--- config.mk ---
export PLATFORM = sky130hd
export DESIGN_NAME = wall_follow_mode_controller_core
export DESIGN_NICKNAME = d
export VERILOG_FILES = /design/src/sv/wfmc_pkg.sv /design/src/sv/wfmc_mul.sv /design/src/sv/wfmc_div.sv /design/src/sv/wall_follow_mode_controller_core.sv
export SDC_FILE = /design/constraint.sdc
export NUM_CORES = 2
export LEC_CHECK = 0
export BUFFER_PORTS_ARGS = -buffer_cell sky130_fd_sc_hd__buf_2
export CAP_MARGIN = 25
export CELL_PAD_IN_SITES_DETAIL_PLACEMENT = 0
export CELL_PAD_IN_SITES_GLOBAL_PLACEMENT = 1
export CORE_UTILIZATION = 47
export DETAILED_ROUTE_END_ITERATION = 8
export GPL_ROUTABILITY_DRIVEN = 0
export PLACE_DENSITY = 0.8
export SLEW_MARGIN = 20
export SYNTH_ARGS = -nofsm -noshare
export SYNTH_HDL_FRONTEND = slang
export SYNTH_SLANG_ARGS = --single-unit
--- constraint.sdc ---
create_clock -name clock -period 20.5 [get_ports clock]
set_input_delay 1.025 -clock clock [delete_from_list [all_inputs] [get_ports clock]]
set_output_delay 1.025 -clock clock [all_outputs]
set_load 0.01 [all_outputs]
--- src/sv/wfmc_pkg.sv ---
// wfmc_pkg: shared types and constants for the wall follow mode controller.
// No dependencies.
`timescale 1ns / 1ps
package wfmc_pkg;
   localparam logic [2:0] MODE_COMPLETE = 3'd0;
   localparam logic [2:0] MODE_FOLLOW   = 3'd1;
   localparam logic [2:0] MODE_OUTSIDE  = 3'd2;
   localparam logic [2:0] MODE_INSIDE   = 3'd3;
   localparam logic [2:0] MODE_IDLE     = 3'd4;

   localparam logic [2:0] CSR_FOLLOW_DISTANCE   = 3'd0;
   localparam logic [2:0] CSR_FOLLOW_MARGIN     = 3'd1;
   localparam logic [2:0] CSR_STOP_DISTANCE     = 3'd2;
   localparam logic [2:0] CSR_CHECK_DISTANCE    = 3'd3;
   localparam logic [2:0] CSR_GAIN_PROP_WALL    = 3'd4;
   localparam logic [2:0] CSR_GAIN_INT_WALL     = 3'd5;
   localparam logic [2:0] CSR_GAIN_DERIV_WALL   = 3'd6;
   localparam logic [2:0] CSR_GAIN_PROP_HEADING = 3'd7;

   localparam logic signed [15:0] Q_FWD       = 16'sd287;
   localparam logic signed [15:0] Q_SWEEP_LIN = 16'sd410;
   localparam logic signed [15:0] Q_SLOW      = 16'sd205;
   localparam logic signed [15:0] Q_TURN_NEG  = -16'sd4096;
   localparam logic signed [15:0] Q_LOOP_TURN = -16'sd2048;
   localparam logic signed [17:0] Q_INT_MAX   = 18'sd6144;
   localparam logic signed [15:0] Q_U_MAX     = 16'sd410;
   localparam logic [16:0] Q_HEAD_STOP        = 17'd410;
   localparam logic [16:0] Q_STOP_EXTRA       = 17'd410;
   localparam logic [16:0] Q_RADIUS_MAX       = 17'd1638;
   localparam logic [23:0] Q_SWEEP_DIVIDEND   = 24'd2351104; // 574 << 12

   // Shared multiplier operation.
   typedef struct packed {
      logic signed [18:0] a;
      logic signed [16:0] b;
   } mul_op_type;
endpackage

--- src/sv/wfmc_mul.sv ---
// wfmc_mul: shared signed 19x17 multiplier with registered product.
// Depends on wfmc_pkg.
`timescale 1ns / 1ps
module wfmc_mul (
   input  logic                  clock,
   input  wfmc_pkg::mul_op_type  op,
   output logic signed [35:0]    prod
);
   logic signed [35:0] prod_ff;
   always_ff @(posedge clock) begin
      prod_ff <= 36'(op.a * op.b);
   end
   assign prod = prod_ff;
endmodule

--- src/sv/wfmc_div.sv ---
// wfmc_div: restoring divider, one quotient bit per cycle (24 / 16 bit).
// Depends on nothing but the timescale.
`timescale 1ns / 1ps
module wfmc_div (
   input  logic        clock,
   input  logic        reset,
   input  logic        start,
   input  logic [23:0] dividend,
   input  logic [15:0] divisor,
   output logic        done,
   output logic [23:0] quotient
);
   logic [23:0] quo_ff, quo_in;
   logic [16:0] rem_ff, rem_in;
   logic [4:0]  cnt_ff, cnt_in;
   logic        busy_ff, busy_in, done_ff, done_in;
   logic [16:0] trial;

   always_comb begin
      quo_in = quo_ff; rem_in = rem_ff; cnt_in = cnt_ff;
      busy_in = busy_ff; done_in = 1'b0;
      trial = {rem_ff[15:0], quo_ff[23]};
      if (start) begin
         quo_in = dividend; rem_in = '0; cnt_in = 5'd0; busy_in = 1'b1;
      end else if (busy_ff) begin
         quo_in = {quo_ff[22:0], 1'b0};
         if (trial >= {1'b0, divisor}) begin
            rem_in = trial - {1'b0, divisor};
            quo_in[0] = 1'b1;
         end else begin
            rem_in = trial;
         end
         cnt_in = cnt_ff + 5'd1;
         if (cnt_ff == 5'd23) begin
            busy_in = 1'b0; done_in = 1'b1;
         end
      end
   end

   always_ff @(posedge clock) begin
      if (reset) begin
         busy_ff <= 1'b0; done_ff <= 1'b0; cnt_ff <= '0;
      end else begin
         busy_ff <= busy_in; done_ff <= done_in; cnt_ff <= cnt_in;
      end
      quo_ff <= quo_in; rem_ff <= rem_in;
   end
   assign done = done_ff;
   assign quotient = quo_ff;
endmodule

--- src/sv/wall_follow_mode_controller_core.sv ---
// wall_follow_mode_controller_core: top level of the wall follow mode controller.
// Depends on wfmc_pkg, wfmc_mul and wfmc_div.
`timescale 1ns / 1ps
// Path from the accepting edge to rsp_valid: mode decisions, exits, inside, idle and
// zero-radius sweep go from evaluation to output; heading hold via head, wait, hold;
// PID via P, I and D (three passes through the one shared multiplier), accumulate, hold;
// the outside sweep waits for the bit-serial divider (one quotient bit per cycle). One
// word in flight; the next word is taken the cycle after the result is registered.
// Reset (synchronous, active high) restores CSR defaults, mode inside, zero state.
module wall_follow_mode_controller_core (
   input  logic               clock,
   input  logic               reset,
   input  logic               req_valid,
   output logic               req_stall,
   input  logic [15:0]        req_ahead_narrow_min,
   input  logic [15:0]        req_ahead_wide_min,
   input  logic [15:0]        req_left_wide_min,
   input  logic [15:0]        req_left_mid_min,
   input  logic [15:0]        req_left_narrow_min,
   input  logic [15:0]        req_left_broad_min,
   input  logic [15:0]        req_front_left_min,
   input  logic [15:0]        req_front_left_median,
   input  logic signed [15:0] req_wall_heading,
   output logic               rsp_valid,
   input  logic               rsp_stall,
   output logic signed [15:0] rsp_linear_velocity,
   output logic signed [15:0] rsp_angular_velocity,
   output logic [2:0]         rsp_mode_after,
   input  logic               csr_write,
   input  logic [2:0]         csr_index,
   input  logic [15:0]        csr_data
);
   // sequencer states
   localparam logic [3:0] S_IDLE  = 4'd0;
   localparam logic [3:0] S_EVAL  = 4'd1;
   localparam logic [3:0] S_MUL_P = 4'd2;
   localparam logic [3:0] S_MUL_I = 4'd3;
   localparam logic [3:0] S_MUL_D = 4'd4;
   localparam logic [3:0] S_ACC   = 4'd5;
   localparam logic [3:0] S_HEAD  = 4'd6;
   localparam logic [3:0] S_HWAIT = 4'd7;
   localparam logic [3:0] S_DIV   = 4'd8;
   localparam logic [3:0] S_DWAIT = 4'd9;
   localparam logic [3:0] S_OUT   = 4'd10;

   logic [3:0] state_ff, state_in;

   // CSRs
   logic [15:0] fol_d_ff, fol_m_ff, stop_d_ff, chk_d_ff, kp_ff, ki_ff, kd_ff, kh_ff;

   // architectural state
   logic [2:0]         mode_ff, mode_in;
   logic [15:0]        radius_ff, radius_in;
   logic signed [17:0] integ_ff, integ_in;
   logic signed [17:0] last_ff, last_in;

   // captured input word
   logic [15:0] an_ff, aw_ff, lw_ff, lm_ff, ln_ff, lb_ff, fl_ff, fm_ff;
   logic signed [15:0] hd_ff;

   // working registers
   logic signed [17:0] err_ff, err_in;
   logic signed [37:0] acc_ff, acc_in;
   logic signed [15:0] lin_ff, lin_in, ang_ff, ang_in;
   logic               rv_ff, rv_in;
   logic               head_flag_ff, head_flag_in, divw_ff, divw_in;
   logic signed [17:0] last_prev_ff;

   // output word register; frees the sequencer while a result waits
   logic signed [15:0] out_lin_ff, out_lin_in, out_ang_ff, out_ang_in;
   logic [2:0]         out_mode_ff, out_mode_in;

   wfmc_pkg::mul_op_type mop;
   logic signed [35:0]   prod;
   logic                 div_start, div_done;
   logic [23:0]          quo;

   wfmc_mul u_mul (.clock(clock), .op(mop), .prod(prod));
   wfmc_div u_div (.clock(clock), .reset(reset), .start(div_start),
      .dividend(wfmc_pkg::Q_SWEEP_DIVIDEND), .divisor(radius_ff),
      .done(div_done), .quotient(quo));

   // threshold tests on the captured word
   logic fl_gt_chk, lw_le_chk, an_ge_stop, ln_ok, lm_lt_chk, an_near;
   logic fol_exit, out_exit, in_exit;
   always_comb begin
      fl_gt_chk  = 19'(fl_ff) * 19'd5 > 19'(chk_d_ff) * 19'd6;
      lw_le_chk  = lw_ff <= chk_d_ff;
      an_ge_stop = an_ff >= stop_d_ff;
      ln_ok      = {1'b0, ln_ff, 1'b0} <= 18'(fol_d_ff) * 18'd3;
      lm_lt_chk  = lm_ff < chk_d_ff;
      an_near    = 19'(an_ff) * 19'd5 <= 19'(stop_d_ff) * 19'd6;
      fol_exit   = fl_gt_chk || (lb_ff >= chk_d_ff) || (aw_ff <= stop_d_ff);
      out_exit   = (fm_ff < chk_d_ff) || (an_ff < stop_d_ff);
      in_exit    = {1'b0, an_ff} > ({1'b0, stop_d_ff} + wfmc_pkg::Q_STOP_EXTRA);
   end

   // trunc toward zero of x/4096
   function automatic logic signed [25:0] shr12(input logic signed [37:0] p);
      logic [37:0] m;
      logic [37:0] q;
      m = p[37] ? 38'(-p) : 38'(p);
      q = m >> 12;
      return p[37] ? -26'(q) : 26'(q);
   endfunction

   logic signed [17:0] e_cur, isum;
   logic [16:0]        e_abs, h_abs;
   logic signed [16:0] h_neg;
   logic [16:0]        r3;
   logic signed [25:0] sh;
   logic [2:0]         m_eff;

   always_comb begin
      state_in = state_ff; mode_in = mode_ff; radius_in = radius_ff;
      integ_in = integ_ff; last_in = last_ff; err_in = err_ff; acc_in = acc_ff;
      lin_in = lin_ff; ang_in = ang_ff; rv_in = rv_ff;
      head_flag_in = head_flag_ff; divw_in = divw_ff;
      out_lin_in = out_lin_ff; out_ang_in = out_ang_ff; out_mode_in = out_mode_ff;
      mop.a = '0; mop.b = '0; div_start = 1'b0;
      e_cur = 18'(signed'({2'b0, lm_ff})) - 18'(signed'({2'b0, fol_d_ff}));
      e_abs = e_cur[17] ? 17'(-e_cur) : 17'(e_cur);
      h_neg = -17'(hd_ff);
      h_abs = h_neg[16] ? 17'(-h_neg) : 17'(h_neg);
      // 1.5 * left_wide_min, 18-bit sum so the large end does not wrap
      r3    = 17'(({2'b0, lw_ff} + {1'b0, lw_ff, 1'b0}) >> 1);
      isum  = 18'(integ_ff + e_cur);
      sh    = shr12(acc_ff);
      m_eff = mode_ff;
      // result word taken by the receiver
      if (rv_ff && !rsp_stall) rv_in = 1'b0;
      unique case (state_ff)
         S_IDLE: begin
            if (req_valid) state_in = S_EVAL;
         end
         S_EVAL: begin
            state_in = S_OUT;
            lin_in = '0; ang_in = '0;
            if (mode_ff == wfmc_pkg::MODE_COMPLETE) begin
               if (fl_gt_chk && lw_le_chk) begin
                  if (out_exit) begin
                     lin_in = wfmc_pkg::Q_SLOW; m_eff = wfmc_pkg::MODE_COMPLETE;
                  end else begin
                     radius_in = (r3 > wfmc_pkg::Q_RADIUS_MAX) ?
                        16'(wfmc_pkg::Q_RADIUS_MAX) : r3[15:0];
                     m_eff = wfmc_pkg::MODE_OUTSIDE;
                  end
               end else if (an_ge_stop && ln_ok) begin
                  if (fol_exit) begin
                     ang_in = wfmc_pkg::Q_LOOP_TURN; m_eff = wfmc_pkg::MODE_COMPLETE;
                  end else m_eff = wfmc_pkg::MODE_FOLLOW;
               end else if (lm_lt_chk && an_near) begin
                  if (in_exit) begin
                     ang_in = wfmc_pkg::Q_LOOP_TURN; m_eff = wfmc_pkg::MODE_COMPLETE;
                  end else m_eff = wfmc_pkg::MODE_INSIDE;
               end else m_eff = wfmc_pkg::MODE_IDLE;
            end
            // a decision that stays complete keeps the command set above
            unique case (m_eff)
               wfmc_pkg::MODE_COMPLETE: mode_in = wfmc_pkg::MODE_COMPLETE;
               wfmc_pkg::MODE_FOLLOW: begin
                  if (fol_exit) mode_in = wfmc_pkg::MODE_COMPLETE;
                  else begin
                     mode_in = wfmc_pkg::MODE_FOLLOW;
                     err_in = e_cur; last_in = e_cur;
                     if (e_abs < {1'b0, fol_m_ff}) state_in = S_HEAD;
                     else begin
                        integ_in = (isum > wfmc_pkg::Q_INT_MAX) ? wfmc_pkg::Q_INT_MAX :
                           (isum < -wfmc_pkg::Q_INT_MAX) ? -wfmc_pkg::Q_INT_MAX : isum;
                        state_in = S_MUL_P;
                     end
                  end
               end
               wfmc_pkg::MODE_OUTSIDE: begin
                  if (out_exit) mode_in = wfmc_pkg::MODE_COMPLETE;
                  else begin
                     mode_in = wfmc_pkg::MODE_OUTSIDE;
                     lin_in = wfmc_pkg::Q_SWEEP_LIN;
                     if (radius_in == 16'd0) ang_in = 16'sd32767;
                     else state_in = S_DIV;
                  end
               end
               wfmc_pkg::MODE_INSIDE: begin
                  if (in_exit) mode_in = wfmc_pkg::MODE_COMPLETE;
                  else begin
                     mode_in = wfmc_pkg::MODE_INSIDE; ang_in = wfmc_pkg::Q_TURN_NEG;
                  end
               end
               // idle and unused codes
               default: begin
                  lin_in = wfmc_pkg::Q_SLOW; mode_in = wfmc_pkg::MODE_COMPLETE;
               end
            endcase
         end
         S_MUL_P: begin
            mop.a = 19'(err_ff); mop.b = 17'(signed'({1'b0, kp_ff}));
            acc_in = '0; state_in = S_MUL_I;
         end
         S_MUL_I: begin
            mop.a = 19'(integ_ff); mop.b = 17'(signed'({1'b0, ki_ff}));
            acc_in = 38'(prod); state_in = S_MUL_D;
         end
         S_MUL_D: begin
            // last_ff already holds e; derivative term uses the previous value
            mop.a = 19'(err_ff) - 19'(last_prev_ff);
            mop.b = 17'(signed'({1'b0, kd_ff}));
            acc_in = acc_ff + 38'(prod); state_in = S_ACC;
         end
         S_ACC: begin
            acc_in = acc_ff + 38'(prod); state_in = S_HWAIT;
         end
         S_HEAD: begin
            mop.a = 19'(h_neg); mop.b = 17'(signed'({1'b0, kh_ff}));
            lin_in = (h_abs > wfmc_pkg::Q_HEAD_STOP) ? 16'sd0 : wfmc_pkg::Q_FWD;
            state_in = S_DWAIT;
         end
         S_DWAIT: begin
            // heading product ready
            acc_in = 38'(prod); state_in = S_HWAIT;
            err_in = '0;
            head_flag_in = 1'b1;
         end
         S_HWAIT: begin
            if (head_flag_ff) begin
               ang_in = (sh > 26'sd32767) ? 16'sd32767 :
                        (sh < -26'sd32768) ? -16'sd32768 : 16'(sh);
            end else begin
               ang_in = (sh > 26'(wfmc_pkg::Q_U_MAX)) ? wfmc_pkg::Q_U_MAX :
                        (sh < -26'(wfmc_pkg::Q_U_MAX)) ? -wfmc_pkg::Q_U_MAX : 16'(sh);
               lin_in = wfmc_pkg::Q_FWD;
            end
            head_flag_in = 1'b0;
            state_in = S_OUT;
         end
         S_DIV: begin
            div_start = 1'b1; state_in = S_OUT; divw_in = 1'b1;
         end
         S_OUT: begin
            // sweep: latch the saturated quotient first, then publish it as on the other paths
            if (divw_ff) begin
               if (div_done) begin
                  ang_in = (quo > 24'd32767) ? 16'sd32767 : 16'(quo);
                  divw_in = 1'b0;
               end
            end else if (!rv_ff || !rsp_stall) begin
               out_lin_in = lin_ff; out_ang_in = ang_ff; out_mode_in = mode_ff;
               rv_in = 1'b1; state_in = S_IDLE;
            end
         end
         default: state_in = S_IDLE;
      endcase
   end

   assign req_stall = (state_ff != S_IDLE);

   always_ff @(posedge clock) begin
      if (reset) begin
         state_ff <= S_IDLE; rv_ff <= 1'b0; head_flag_ff <= 1'b0; divw_ff <= 1'b0;
         mode_ff <= wfmc_pkg::MODE_INSIDE; radius_ff <= '0;
         integ_ff <= '0; last_ff <= '0; last_prev_ff <= '0;
         fol_d_ff <= 16'd1147; fol_m_ff <= 16'd287; stop_d_ff <= 16'd1147;
         chk_d_ff <= 16'd1843; kp_ff <= 16'd6144; ki_ff <= 16'd0;
         kd_ff <= 16'd1229; kh_ff <= 16'd6144;
      end else begin
         state_ff <= state_in; rv_ff <= rv_in;
         head_flag_ff <= head_flag_in; divw_ff <= divw_in;
         mode_ff <= mode_in; radius_ff <= radius_in;
         integ_ff <= integ_in; last_ff <= last_in;
         if (state_ff == S_EVAL) last_prev_ff <= last_ff;
         if (csr_write) begin
            unique case (csr_index)
               wfmc_pkg::CSR_FOLLOW_DISTANCE:   fol_d_ff  <= csr_data;
               wfmc_pkg::CSR_FOLLOW_MARGIN:     fol_m_ff  <= csr_data;
               wfmc_pkg::CSR_STOP_DISTANCE:     stop_d_ff <= csr_data;
               wfmc_pkg::CSR_CHECK_DISTANCE:    chk_d_ff  <= csr_data;
               wfmc_pkg::CSR_GAIN_PROP_WALL:    kp_ff     <= csr_data;
               wfmc_pkg::CSR_GAIN_INT_WALL:     ki_ff     <= csr_data;
               wfmc_pkg::CSR_GAIN_DERIV_WALL:   kd_ff     <= csr_data;
               wfmc_pkg::CSR_GAIN_PROP_HEADING: kh_ff     <= csr_data;
               default: ;
            endcase
         end
      end
      err_ff <= err_in; acc_ff <= acc_in; lin_ff <= lin_in; ang_ff <= ang_in;
      out_lin_ff <= out_lin_in; out_ang_ff <= out_ang_in; out_mode_ff <= out_mode_in;
      if (state_ff == S_IDLE && req_valid) begin
         an_ff <= req_ahead_narrow_min; aw_ff <= req_ahead_wide_min;
         lw_ff <= req_left_wide_min; lm_ff <= req_left_mid_min;
         ln_ff <= req_left_narrow_min; lb_ff <= req_left_broad_min;
         fl_ff <= req_front_left_min; fm_ff <= req_front_left_median;
         hd_ff <= req_wall_heading;
      end
   end

   assign rsp_valid = rv_ff;
   assign rsp_linear_velocity = out_lin_ff;
   assign rsp_angular_velocity = out_ang_ff;
   assign rsp_mode_after = out_mode_ff;
endmodule

# --- Word level (Yosys, flattened, before mapping) ---
# Index checks and enable logic that the tools add are counted.
classes:
  mux: 76
  n_addsub: 13
  n_reduce_logical: 45
  bitwise_logic: 4
  magnitude_cmp: 22
  eq_ne: 29
  mul: 6
ops:
  columns: ["cell", "count"]
  rows:
  - ["16-bit two-way mux", 25]
  - ["36-bit one-hot mux with 4 select lines", 1]
  - ["38-bit one-hot mux with 3 select lines", 1]
  - ["16-bit one-hot mux with 3 select lines", 2]
  - ["18-bit two-way mux", 4]
  - ["16-bit one-hot mux with 2 select lines", 2]
  - ["16-bit by 2-bit multiplier with 18-bit output (second input constant)", 3]
  - ["16-bit < comparator", 3]
  - ["38-bit by 36-bit adder with 38-bit output", 1]
  - ["16-bit by 3-bit multiplier with 19-bit output (second input constant)", 2]
  - ["38-bit two-way mux", 1]
  - ["38-bit negator", 1]
  - ["19-bit by 17-bit multiplier with 36-bit output", 1]
  - ["18-bit one-hot mux with 2 select lines", 1]
  - ["4-bit one-hot mux with 9 select lines", 1]
  - ["17-bit two-way mux", 2]
  - ["17-bit negator", 2]
  - ["16-bit >= comparator", 2]
  - ["16-bit less-or-equal comparator", 2]
  - ["26-bit by 10-bit > comparator with 1-bit output (second input constant)", 1]
  - ["26-bit by 16-bit > comparator with 1-bit output (second input constant)", 1]
  - ["26-bit by 10-bit < comparator with 1-bit output (second input constant)", 1]
  - ["26-bit by 16-bit < comparator with 1-bit output (second input constant)", 1]
  - ["26-bit two-way mux", 1]
  - ["other kinds (54)", 133]
word_totals:
  output_inout_bits: 37
  elab_cells: 234
  reg_bits: 556

# --- Longest topological paths before layout ---
logic_depth:
  depth_word: 13
  ltp_mapped: 40
  depth_no_buf: 39

# --- Cells and area by module ---
# A second synthesis with hierarchy kept.
hier_totals:
  cells_unflattened: 5223
  hier_area_um2: 47777.1
modules_own_cells:
  columns: ["mod", "cells_each", "area_each_um2", "instances"]
  rows:
  - ["wall_follow_mode_controller_core", 3602, 32288.5, 1]
  - ["wfmc_mul", 1331, 12589.6, 1]
  - ["wfmc_div", 290, 2899.0, 1]

# --- Least setup slack after synthesis ---
# No wires, ideal clock.
synth_path:
  kind: "register -> register"
  from: "register hd_ff[0]"
  to: "register u_mul.prod_ff[32], in the netlist u_mul.prod[32]"
  required_time_ns: 20.379
  setup_ns: 0.121
  path_stages_with_launch: 34
  n_path_buf: 3
  arrival_ns: 8.825
  period_less_slack_ns: 8.946
  setup_slack_ns: 11.554
  path_cell_list: "edfxtp_1 -> inv_1 -> ha_1 -> or4b_2 -> or2_2 -> buf_1 -> or3_1 -> nor2_1 -> or2_2 -> o21ai_0 -> a21oi_1 -> o21ai_0 -> a31o_2 -> clkbuf_1 -> nand2_1 -> fa_1 -> inv_1 -> fa_1 -> clkbuf_1 -> xnor2_1 -> xnor2_1 -> fa_1 -> fa_1 -> inv_1 -> fa_1 -> inv_1 -> ha_1 -> and2_1 -> a31o_2 -> a41o_1 -> o31ai_1 -> nand2b_1 -> a21o_1 -> xor2_1"
synth_between:
  elab_chain_cells: 3
synth_rtl:
  columns: ["item", "line_no", "text"]
  rows:
  - ["start: declaration", "wall_follow_mode_controller_core.sv:59", "logic signed [15:0] hd_ff;"]
  - ["start signal: assignment", "wall_follow_mode_controller_core.sv:291", "hd_ff <= req_wall_heading;"]
  - ["16-bit negator with 17-bit output", "wall_follow_mode_controller_core.sv:123", "h_neg = -17'(hd_ff);"]
  - ["36-bit one-hot mux with 4 select lines", "wall_follow_mode_controller_core.sv:132", "unique case (state_ff)"]
  - ["19-bit by 17-bit multiplier with 36-bit output", "wfmc_mul.sv:11", "prod_ff <= 36'(op.a * op.b);"]
  - ["end signal: assignment", "wfmc_mul.sv:11", null]
  - ["end: declaration", "wfmc_mul.sv:9", "logic signed [35:0] prod_ff;"]
# Every way passes these cells.
# A chain may end at the register's enable or synchronous reset.

# --- Worst setup path in the final report ---
layout_path:
  from: "register err_ff[0]"
  to: "register u_mul.prod_ff[32], in the netlist u_mul.prod[32]"
layout_between:
  elab_chain_cells: 3
layout_rtl:
  columns: ["item", "line_no", "text"]
  rows:
  - ["start: declaration", "wall_follow_mode_controller_core.sv:62", "logic signed [17:0] err_ff, err_in;"]
  - ["start signal: assignment", "wall_follow_mode_controller_core.sv:284", "err_ff <= err_in; acc_ff <= acc_in; lin_ff <= lin_in; ang_ff <= ang_in;"]
  - ["18-bit by 17-bit subtractor with 19-bit output", "wall_follow_mode_controller_core.sv:205", "mop.a = 19'(err_ff) - 19'(last_prev_ff);"]
  - ["36-bit one-hot mux with 4 select lines *", "wall_follow_mode_controller_core.sv:132", null]
  - ["19-bit by 17-bit multiplier with 36-bit output *", "wfmc_mul.sv:11", null]
# Mark *: on every way between the ends. The rest lies on a longest branch, timed or not.

==> run metrics <==
vias in the first global route 36.8k; synthesis-stage register bit count 531; most common cell after layout, fill and taps aside nand2_1; cell row count 115; Power Dens Cells 103 nW/um^2; postcts setup bufs 0; Clock transition at path regs 0.06 ns; worst flop-to-flop path endpoint u_mul.prod[32]$_DFF_P_; Placeable Area 98300 um^2; Worst Path Arrival 10.41 ns; Crit Path Class register to register; CP endpoint kind register; antenna-violating nets left 0; Final Cycle Share 48.3%; met3 routed WL 7410 um; total CTS buffers 67; ys async rst share 0%; Worst path max stage delay 0.59 ns; VDD IR max 0.0000709 V; routed len/inst 19.3 um; Crit Path Max Fanout 6; met1 WL 59800 um; Hold WC Path Type register to register; max layer used met5; Max Slew Vio Count 0; share of layout cells above drive strength 1 8.14%; Final setup viols 0; Yosys warnings 0; GRT Overall Usage 26.1%; Boundary Pins 205; met2 WL 59600 um; Synth Instances 5226; Worst-Margin Slew 1.11 ns; PortBufs 195; post-synth top area share 15.7%; Post-Syn Area 46500 um^2; Skew-Pair Late Insertion Delay 0.64 ns; CTS sink cnt 531; DRT Wirelength 130000 um; final hold violation count 0; fin crit period 9.90 ns; area grow syn2layout 9.83%; Worst path slowest cell a21oi_1; Slew HR 25.7%; Max Cap Viol 0; Cells on Worst Hold Path 0; Root Buffer clkbuf_16; Non-Filler Instances 6706; status finished clean; die area 100000 um^2; DR vias/cell 5.62; hold endpoint rsp_angular_velocity[13]$_DFFE_PP_; CTS Hold Bufs 0; global-route wire length before repair 205000 um; H-tree Lvls 3; worst reg2reg startpoint err_ff[0]$_SDFFCE_PP0P_; Synth area leader edfxtp_1; setup_tns 0 ns; die height 317 um; Critical Path Start Type register; global route overflow 0; drt first-iter violations 2492; Reg area 13100 um^2; fill count 9238; RSZ-0062 raised after global routing no; Hold Startpoint ang_ff[13]$_DFFE_PP_; largest net degree at the start of global routing 86; sequential cell area fraction in the yosys report 28.1%; post-synthesis cell type count 92; clock buffer depth 3; fmax 0.101 GHz; pre-CTS setup slack 10.46 ns; DR pass1 iterations 7; Post-synth EDFFs 243; area of the multi-input gates 30500 um^2; cts repair resizes 0; ys flop type dfxtp_1; total number of vias 37.7k; final worst slack 10.60 ns; Lkg Pwr 22.4 nW; hpwl dp 100000 um; R2R setup slack 10.60 ns; Post-layout nets 6348; Inst Count DP 6579; reg2reg path depth 37; most frequent CP cell fa_1; initial antenna violation count 3; DRC errors left 0; Synth Area per Inst 8.90 um^2; Die W 317 um; CP startpoint err_ff[0]$_SDFFCE_PP0P_; Initial Utilization 47.3%; Final Skew 0.0286 ns; synth top area cells edfxtp_1, ha_1, fa_1; commonest non-fill, non-tap cells in the layout nand2_1, inv_1, ha_1; CTS tree built; Req. time, crit path 21.00 ns
worst max path at each step:
stage	to	slack [ns]
final	u_mul.prod[32]$_DFF_P_	10.60
after global placement	u_mul.prod[32]$_DFF_P_	10.67
after CTS	u_mul.prod[32]$_DFF_P_	10.42
after floorplan	u_mul.prod[32]$_DFF_P_	11.55
after detailed placement	u_mul.prod[32]$_DFF_P_	10.46
after global routing	u_mul.prod[32]$_DFF_P_	10.02
metal layers:
metal | track usage [%] | vias to the layer above
met4 | 6.71 | 2
met1 | 36.5 | 18202
li1 | - | 18297
met5 | 0 | -
met2 | 42.8 | 1016
met3 | 3.17 | 176
area by class of cell:
class / instances / area share, %
diodes: 2 / 0.00979
clock buffers: 90 / 3.67
clock inverters: 33 / 0.761
inverters: 601 / 4.41
multi-input cells: 3909 / 59.6
flip-flops and latches: 531 / 25.6
well taps: 1287 / 3.15
repair buffers: 253 / 2.81
flip-flops by register name, indices dropped and copies added, names as in the netlist, 17 cells and up:
register and count:
err_ff 17, last_ff 17, acc_ff 38, u_div.quotient 24, integ_ff 18, last_prev_ff 17, u_mul.prod 36
Yosys cell counts, types with 11 or more instances:
| cell | n |
|---|---|
| nor3_1 | 85 |
| o21a_1 | 36 |
| clkbuf_2 | 16 |
| a31o_2 | 18 |
| xnor2_1 | 179 |
| dfxtp_1 | 288 |
| and3_1 | 22 |
| nand3_1 | 96 |
| o211ai_1 | 43 |
| or4_1 | 15 |
| nand4_1 | 66 |
| nor2b_1 | 71 |
| fa_1 | 312 |
| a21oi_1 | 377 |
| and2_1 | 36 |
| nand2b_1 | 45 |
| o21bai_1 | 37 |
| o31ai_1 | 13 |
| mux2i_1 | 66 |
| a22oi_1 | 14 |
| xor2_1 | 89 |
| a31oi_1 | 32 |
| nor4_1 | 26 |
| edfxtp_1 | 243 |
| inv_1 | 600 |
| o21ai_0 | 226 |
| and4_1 | 13 |
| o21ai_1 | 11 |
| a21o_1 | 120 |
| o41ai_1 | 14 |
| nor2_1 | 342 |
| a222oi_1 | 20 |
| or2_2 | 22 |
| nor3b_1 | 21 |
| clkbuf_1 | 144 |
| o2111ai_1 | 11 |
| a211oi_1 | 35 |
| nand2_1 | 684 |
| buf_4 | 13 |
| nand3b_1 | 11 |
| or3_1 | 33 |
| a21boi_0 | 22 |
| ha_1 | 505 |
logic make-up after synthesis:
logic type | Yosys count | share of synthesized area [%]
flip-flops | 531 | 28.1
other | 1 | 0.00806
AND/OR/NAND/NOR | 1606 | 15.9
buffers and inverters | 794 | 6.64
AO/OA/AOI/OAI | 1128 | 15.5
multiplexers | 76 | 1.66
adder cells (fa/ha/maj) | 822 | 27.1
XOR/XNOR | 268 | 5.05
power breakdown:
part / total (mW) / switching, mW / internal [mW]
registers: 1.59 / 0.213 / 1.38
clock network: 1.22 / 0.502 / 0.715
logic: 2.47 / 1.49 / 0.975
total: 5.27 / 2.21 / 3.06
per-stage QoR:
step	instance area [um^2]	total power [mW]	hold slack, ns	util (%)
floorplan	46600	3.38	0.400	-
global placement	48800	4.00	0.406	49.6
detailed placement	48800	4.04	0.407	49.7
CTS	51100	5.28	0.422	52.0
global route	51100	5.66	0.424	52.0
finish	51100	5.27	0.421	52.0
critical path, delay by kind of cell (launching register included):
kind | cells | cell delay, ns
fa+ha+maj | 9 | 3.99
buf+inv | 6 | 0.33
compound gates | 17 | 4.51
xor+xnor | 2 | 0.24
flops | 1 | 0.38
simple gates | 3 | 0.32
(Power assumes the default switching activity.)
